--- config.mk ---
export PLATFORM = sky130hd
export DESIGN_NAME = lcat_ram
export DESIGN_NICKNAME = d
export VERILOG_FILES = /design/src/design/lcat_ram.sv
export SDC_FILE = /design/constraint.sdc
export NUM_CORES = 1
export LEC_CHECK = 0
export ABC_AREA = 1
export BUFFER_PORTS_ARGS = -buffer_cell sky130_fd_sc_hd__buf_2
export CORE_AREA = 2 2 188 264
export CTS_BUF_LIST = sky130_fd_sc_hd__clkbuf_4 sky130_fd_sc_hd__clkbuf_8
export DETAILED_ROUTE_END_ITERATION = 10
export DIE_AREA = 0 0 190 266
export SLEW_MARGIN = 15
export SYNTH_ARGS = -nofsm -noshare
export SYNTH_HDL_FRONTEND = slang
export SYNTH_SLANG_ARGS = --single-unit
--- constraint.sdc ---
create_clock -name clk -period 2.9 [get_ports clk]
set_clock_uncertainty 0.2 [all_clocks]
set_input_delay 0.29 -clock clk [delete_from_list [all_inputs] [get_ports clk]]
set_output_delay 0.29 -clock clk [all_outputs]
set_load 0.02 [all_outputs]
--- src/design/lcat_ram.sv ---
// ----------------------------------------------------------------------------
// lcat_ram
// Generic single write port, single read port RAM with registered read data.
// ----------------------------------------------------------------------------
`default_nettype none

module lcat_ram #(
  parameter int WIDTH = 8,
  parameter int DEPTH = 64
) (
  input  wire logic                     clk,
  input  wire logic                     wr_en,
  input  wire logic [$clog2(DEPTH)-1:0] wr_addr,
  input  wire logic [WIDTH-1:0]         wr_data,
  input  wire logic                     rd_en,
  input  wire logic [$clog2(DEPTH)-1:0] rd_addr,
  output logic      [WIDTH-1:0]         rd_data
);

  logic [WIDTH-1:0] mem [DEPTH];

  always_ff @(posedge clk) begin
    if (wr_en) begin
      mem[wr_addr] <= wr_data;
    end
    if (rd_en) begin
      rd_data <= mem[rd_addr];
    end
  end

endmodule

`default_nettype wire
; Yosys cells after proc, flatten, opt, wreduce, memory -nomap -nowiden
; Memory sizes are Yosys's and may differ from the RTL's. A register that Yosys moved wholly into a read port is not among the register bits.
; Cells that the tools add are included.
[word_totals]
reg_bits = 0
ram_bits = 512
output_inout_bits = 8
mem_count = 1
[memory_table]
columns = name, words, width, rd, rd_ports_with_merged_regs, wr, line
row1 = mem, 64, 8, 1, 1, 1, 20  ; logic [WIDTH-1:0] mem [DEPTH];
[classes]
mux = 2
[ops]
columns = cell, count
row1 = 2-to-1 mux 1 bit, 2

; Logic depth before layout (Yosys ltp)
; Gate-level depths: netlist of the first run.
[depth]
ltp_word = 2
ltp_mapped = 12
ltp_nobuf = 9

; Worst setup path before layout of the first run
; OpenSTA, ideal clock, no wires.
[synth_path]
path_kind = input port to flip-flop
from = in wr_en
to = mem mem[48][0], enable pin
setup_time_ns = 0.395
arrival_time_ns = 1.661
setup_slack_ns = 0.644
stages = 3
path_buffers = 1
path_cell_list = clkbuf_1 -> nand4_1 -> nor4_1
[synth_via]
elab_chain_cells = 2
[synth_lines]
columns = element, line
row1 = start: declaration, 12  ; input wire logic wr_en,
row2 = 2-to-1 mux 1 bit, 23  ; if (wr_en) begin
row3 = 2-to-1 mux 1 bit (implied by the code), 24  ; mem[wr_addr] <= wr_data;
row4 = end: declaration, 20
; Every way passes these cells.

; Final worst setup path of the first run
[layout_path]
from = reg rd_data[3], read port of mem
to = out rd_data[3]
[layout_lines]
columns = element, line
row1 = start: declaration, 17  ; output logic [WIDTH-1:0] rd_data
; No word-level cell between the ends.

==> run_results.csv, run 1 <==
group,metric,value,unit
detailed_routing,dr.pass1.iters,5,
synth,synth_simple_gate_area_share,23.1,%
synth,synth-xor-area-share,0,%
worst_setup_path,arrival,1310,ps
power,combPwrFrac,6.7,%
grt,use_met3,4.02,%
synth,synth_compound_area_share,0,%
synth,synth_cell_types,15,
clock_network,clk_pin_slew,70,ps
synth,synth_top_cells_by_count,"648 x nand2_1, 520 x edfxtp_1, 439 x nand3_1",
synth,synth.most_common_cell,"nand2_1",
clock_network,cts_tree,"done",
grt,grt_pass1_vias,13600,
grt,antenna_found_initial,3,
worst_setup_path,worstSetupPathType,"reg -> out",
power,p_sw,3.42,mW
cells_and_area,drive_above_1_share,11.9,%
clock_network,cts_buffers,78,
power,leakagePower,8.68,nW
power,p_clk_share,37.4,%
sta,rsz0062_at_grt,"no",
clock_network,postCtsHoldBufs,3,
detailed_routing,vias,13800,
power,p_int,11.5,mW
synth,synth_top_family_by_area,"simple AND/OR/NAND/NOR gates",
worst_setup_path,cp_top_family,"flip-flops",
synth,ys_top_cells_by_area,"edfxtp_1 73%, nand2_1 11%, nand3_1 10%, buf_6 1.8%, nor2_1 0.98%",
detailed_routing,ant_nets,0,
synth,postSynth.asyncResetShare,0,%
synth,syn_area,21400,um^2
detailed_routing,routedWlPerCell,20.6,um
grt,grt_overflow,0,
sta,finalCriticalPeriod,1800,ps
die,initial_utilization,44.2,%
detailed_routing,post_drt_via_cell_ratio,5.34,
die,design.core.area,48400,um^2
clock_network,clkLatencyLatePin,630,ps
die,fp-row-count,96,
die,die_area,50500,um^2
synth,yosysTopAreaCell,"edfxtp_1",
synth,synthesis.nets,1828,
worst_setup_path,slowest_delay,470,ps
detailed_routing,drt-initial-drc-count,979,
sta,maxSlewViolCount,0,
power,powerDensity,625,nW/um^2
clock_network,cts.sinks,520,
synth,synth_seq_cells,520,
worst_setup_path,path_cells,"buf_2",
grt,use_met2,37.2,%
power,p_seq_share,55.9,%
placed_design,dp_slack,547,ps
synth,synthCells,1805,
power,ir_worst_vdd,0.303,mV
grt,grt_pass1_wl,81400,um
synth,synth_edf_count,520,
placed_design,dp_cells,2448,
sta,finalSetupViolCount,0,
worst_setup_path,crit_path_end_kind,"output pin",
worst_setup_path,worst-path-buf-inv,1,
clock_network,cts_resized,0,
synth,synth_top_area_share,72.9,%
detailed_routing,routed_wirelength,53300,um
die,die_width,190,um
sta,hold_viol,0,
clock_network,root_buffer,"clkbuf_8",
synth,synthFlopType,"edfxtp_1",
synth,yosys.area_share.adder,0,%
synth,ys_seq_area_share,72.9,%
clock_network,clockBufferDepth,3,
clock_network,htree_levels,3,
grt,top_usage_layer,"met2",
die,die_h,266,um
sta,tns,0,ps
placed_design,dpl.hpwl,32300,um
power,sw_frac_of_total,22.9,%
synth,synth_warnings,0,
placed_design,gp_congestion,0.842,
grt,grt_use_total,21.5,%
detailed_routing,drc,0,
sta,fmaxAchievable,554,MHz
sta,post-route-period-util,62.2,%
job,cap_violations,0,
grt,met1_usage,26.3,%
worst_setup_path,cp-start-kind,"register",
cells_and_area,final_cells,2585,
cells_and_area,area_delta_synth_final,11.6,%
worst_setup_path,slowest_stage,"edfxtp_1",
worst_setup_path,required,2410,ps
die,design.portCount,31,
sta,layout_setup_ws,1100,ps
sta,max_slew_margin,40.0,%
sta,worst_pin_slew,899,ps
synth,avgSynthCellArea,11.9,um^2
worst_hold_path,hold_path.class,"in -> reg",
clock_network,postCtsSetupBuffers,0,
grt,grt_max_degree,121,
cells_and_area,fin_nets,1917,
placed_design,numPortBuffers,30,
synth,muxShareOfSynthArea,0,%
worst_setup_path,cp_max_fo,1,
status,outcome,"completed",
power,fin_total_pwr,14.9,mW
## power groups by stage
stage          Sequential, mW  Combinational, mW  Clock [mW]
2_1_floorplan            8.52              0.585           0
3_3_place_gp             8.51              0.986           0
3_5_place_dp             8.51               1.00           0
4_1_cts                  8.36               1.00        5.71
5_1_grt                  8.36               1.10        6.01
6_report                 8.36              0.995        5.60
## cells by family after synthesis
logic type	after synthesis
and+or+nand+nor	1160
buffers and inverters	125
DFF	520
## cell type report
type	instances	area [um^2]
fillers	4251	24500
flip-flops and latches	520	15600
multi-input cells	1160	4950
clock buffers	102	1270
repair buffers	122	1060
well taps	637	797
clock inverters	31	151
inverters	12	52.6
diodes	1	2.50
## sequential cells by signal, indices dropped and copies added, names as in the netlist
signal	count
mem	512
rd_data	8
## layer usage
metal | share of wire, % | wire, um
met4 | 4.0 | 2120
met5 | 0.017 | 9
met1 | 39 | 21000
met3 | 6.0 | 3180
met2 | 51 | 27000
## cell usage in the layout, fill, tap and decap left out, types with 3 or more instances in the layout
| cell type | count |
|---|---|
| dlygate4sd3_1 | 3 |
| nor2_1 | 56 |
| nand2_1 | 648 |
| nand4_1 | 9 |
| clkinv_2 | 7 |
| clkbuf_8 | 82 |
| nand3_1 | 439 |
| inv_1 | 9 |
| edfxtp_1 | 520 |
| clkinv_1 | 23 |
| buf_2 | 28 |
| nor4_1 | 8 |
| buf_12 | 16 |
| buf_4 | 74 |
| clkbuf_4 | 21 |
## through the flow
stage | hold WS [ps] | cell area [um^2] | utilization [%]
after floorplan | 189 | 21400 | -
after global placement | 485 | 22400 | 46.4
after detailed placement | 494 | 22400 | 46.4
after CTS | 13.9 | 23900 | 49.4
after global routing | 58.4 | 23900 | 49.4
final | 36.5 | 23900 | 49.4
## final timing paths
path                        start              endpoint  slack [ps]  cells past startpoint
max          rd_data[3]$_DFFE_PP_            rd_data[3]        1100                      1
min                    wr_data[1]  mem[14][1]$_DFFE_PP_          40                      1
max reg2reg  mem[55][3]$_DFFE_PP_  rd_data[3]$_DFFE_PP_        1200                      8
min reg2reg   mem[4][3]$_DFFE_PP_  rd_data[3]$_DFFE_PP_         690                      8
Power figures use the tool's default switching activity.
==> run 2: changes to the inputs <==
--- a/config.mk
+++ b/config.mk
@@ -5,12 +5,12 @@
 export SDC_FILE = /design/constraint.sdc
 export NUM_CORES = 1
 export LEC_CHECK = 0
-export ABC_AREA = 1
+export ABC_AREA = 0
 export BUFFER_PORTS_ARGS = -buffer_cell sky130_fd_sc_hd__buf_2
-export CORE_AREA = 2 2 188 264
+export CORE_AREA = 2 2 183 256
 export CTS_BUF_LIST = sky130_fd_sc_hd__clkbuf_4 sky130_fd_sc_hd__clkbuf_8
 export DETAILED_ROUTE_END_ITERATION = 10
-export DIE_AREA = 0 0 190 266
+export DIE_AREA = 0 0 185 258
 export SLEW_MARGIN = 15
 export SYNTH_ARGS = -nofsm -noshare
 export SYNTH_HDL_FRONTEND = slang
==> constraint.sdc (replaced) <==
create_clock -name clk -period 1.5 [get_ports clk]
set_clock_uncertainty 0.2 [all_clocks]
set_input_delay 0.15 -clock clk [delete_from_list [all_inputs] [get_ports clk]]
set_output_delay 0.15 -clock clk [all_outputs]
set_load 0.02 [all_outputs]
==> run_results.csv, run 2 <==
group,metric,value,unit
status,outcome,"finished, violations left",
status,violations,"negative hold slack, negative setup slack",
cells_and_area,largest-register,"mem",
grt,antenna_found_initial,1,
placed_design,numPortBuffers,30,
clock_network,cts_tree,"done",
grt,grt_pass1_wl,72000,um
worst_hold_path,hold_path.class,"in -> reg",
sta,max_slew_margin,60.3,%
detailed_routing,ant_nets,0,
grt,grt_use_total,21.3,%
power,leakagePower,8.16,nW
cells_and_area,drive_above_1_share,44.4,%
sta,worst_pin_slew,591,ps
synth,synthFlopType,"edfxtp_1",
grt,grt_max_degree,65,
synth,ys_top_cells_by_area,"edfxtp_1 77%, mux4_2 14%, nor2_1 1.5%, mux2i_1 1.1%, mux2_2 0.72%",
synth,synth_top_cells_by_count,"520 x edfxtp_1, 126 x mux4_2, 83 x nor2_1",
sta,fmaxAchievable,456,MHz
sta,post-route-period-util,146,%
detailed_routing,routedWlPerCell,26.3,um
worst_setup_path,worstReg2RegStart,"mem[20][6]$_DFFE_PP_",
sta,maxSlewViolCount,0,
die,design.portCount,31,
clock_network,clkLatencyLatePin,630,ps
power,fin_total_pwr,29.4,mW
grt,grt_overflow,0,
cells_and_area,final_common_cell,"edfxtp_1",
power,ir_worst_vdd,0.586,mV
clock_network,clockBufferDepth,3,
worst_setup_path,ff2ff_setup_slack,-690,ps
clock_network,postCtsSetupBuffers,0,
synth,synth_edf_count,520,
synth,synth_seq_cells,520,
synth,synthesis.nets,963,
sta,finalCriticalPeriod,2190,ps
worst_setup_path,arrival,2360,ps
worst_setup_path,cp-start-kind,"register",
clock_network,htree_levels,3,
detailed_routing,routed_wirelength,48700,um
worst_setup_path,slowest_delay,480,ps
sta,holdWs,-3.54,ps
placed_design,dpl.hpwl,31500,um
cells_and_area,final_cells,1849,
synth,postSynth.asyncResetShare,0,%
detailed_routing,dr.pass1.iters,5,
worst_setup_path,crit_path_end_kind,"register",
clock_network,cts.sinks,520,
clock_network,clk_pin_slew,70,ps
power,powerDensity,1150,nW/um^2
cells_and_area,top_regs,"mem: 512 flops, rd_data: 8 flops",
die,die_width,185,um
die,die_area,47700,um^2
synth,ys_seq_area_share,77.1,%
sta,finalSetupViolCount,16,
synth,synth_cell_types,39,
die,design.core.area,45600,um^2
synth,synthCells,940,
worst_setup_path,path_cells,"mux4_2 -> mux2_4 -> o221a_4 -> nor3_4 -> o32ai_2",
die,initial_utilization,44.4,%
placed_design,dp_cells,1695,
detailed_routing,post_drt_via_cell_ratio,5.53,
worst_setup_path,worst-path-buf-inv,0,
worst_setup_path,r2r_end,"rd_data[6]$_DFFE_PP_",
cells_and_area,largest_reg_flops,512,
synth,avgSynthCellArea,21.5,um^2
sta,layout_setup_ws,-694,ps
clock_network,cts_buffers,77,
sta,hold_viol,6,
synth,synth.most_common_cell,"edfxtp_1",
clock_network,root_buffer,"clkbuf_8",
placed_design,gp_congestion,0.806,
detailed_routing,drc,0,
job,cap_violations,0,
placed_design,dp_slack,-1060,ps
worst_hold_path,min_path_cells,5,
worst_setup_path,cp_top_family,"multiplexers",
detailed_routing,drt-initial-drc-count,809,
die,die_h,258,um
synth,synth_warnings,0,
detailed_routing,vias,10200,
worst_setup_path,required,1670,ps
worst_hold_path,min_to,"mem[55][7]$_DFFE_PP_",
cells_and_area,final_cell_mix,"520 x edfxtp_1, 126 x mux4_2, 81 x buf_4",
synth,yosysTopAreaCell,"edfxtp_1",
worst_hold_path,worstHoldStart,"wr_addr[3]",
synth,synth_top_area_share,77.1,%
worst_setup_path,cp_max_fo,1,
grt,grt_pass1_vias,10900,
die,fp-row-count,93,
cells_and_area,area_delta_synth_final,26.1,%
sta,rsz0062_at_grt,"yes",
worst_setup_path,slowest_stage,"mux4_2",
synth,syn_area,20200,um^2
cells_and_area,fin_nets,1196,
worst_setup_path,worstSetupPathType,"reg -> reg",
worst_setup_path,r2r_cells,5,
run 2: worst reg2reg max path, delay by kind of cell (launching register included):
kind | cells | cell delay [ps]
multiplexers | 2 | 790
AO/OA/AOI/OAI | 2 | 380
flip-flops | 1 | 370
AND/OR/NAND/NOR | 1 | 210
run 2: worst max-delay path by stage:
stage | startpoint | end | slack [ps] | cells past startpoint
CTS | mem[20][6]$_DFFE_PP_ | rd_data[6]$_DFFE_PP_ | -710 | 5
floorplan | rd_addr[0] | rd_data[7]$_DFFE_PP_ | -540 | 7
global placement | rd_addr[0] | rd_data[3]$_DFFE_PP_ | -1170 | 7
finish | mem[20][6]$_DFFE_PP_ | rd_data[6]$_DFFE_PP_ | -690 | 5
global route | mem[21][6]$_DFFE_PP_ | rd_data[6]$_DFFE_PP_ | -720 | 5
detailed placement | rd_addr[0] | rd_data[3]$_DFFE_PP_ | -1060 | 7
run 2: repair_timing:
action                                  4_1_cts  5_1_grt
endpoints found under the setup margin       16       24
pin swaps                                     8        2
gates resized for setup                      50        5
hold buffers                                 17        0
endpoints found under the hold margin       539        0
run 2: logic make-up after synthesis:
group / after synthesis / synth area share, %
AND/OR/NAND/NOR: 153 / 3.37
AO/OA/AOI/OAI: 54 / 2.06
buffers and inverters: 51 / 1.56
multiplexers: 162 / 15.9
flip-flops: 520 / 77.1
run 2: area by class of cell:
type / instances / area, um^2
multi-input cells: 369 / 5120
diodes: 1 / 2.50
well taps: 617 / 772
clock inverters: 37 / 231
fillers: 3496 / 20100
repair buffers: 205 / 2540
flip-flops and latches: 520 / 15600
clock buffers: 100 / 1240
run 2: metal layers:
metal	track usage [%]	wire [um]	vias up
li1	-	-	4433
met1	27.0	18500	5374
met2	36.5	25900	348
met3	3.57	2790	69
met4	8.38	1490	0
met5	0	0	-
run 2: where the power goes:
part | switching (mW) | internal [mW]
Clock | 5.32 | 5.79
Sequential | 0.0497 | 16.1
Combinational | 1.15 | 0.943
Total | 6.52 | 22.8
run 2: per-stage QoR:
stage / instance area [um^2] / TNS, ps / util [%]
4_1_cts: 25500 / -6190 / 55.9
6_report: 25500 / -5820 / 56.0
3_5_place_dp: 23600 / -74510 / 51.8
3_3_place_gp: 23600 / -66640 / 51.8
2_1_floorplan: 21000 / -53220 / -
5_1_grt: 25500 / -6510 / 56.0
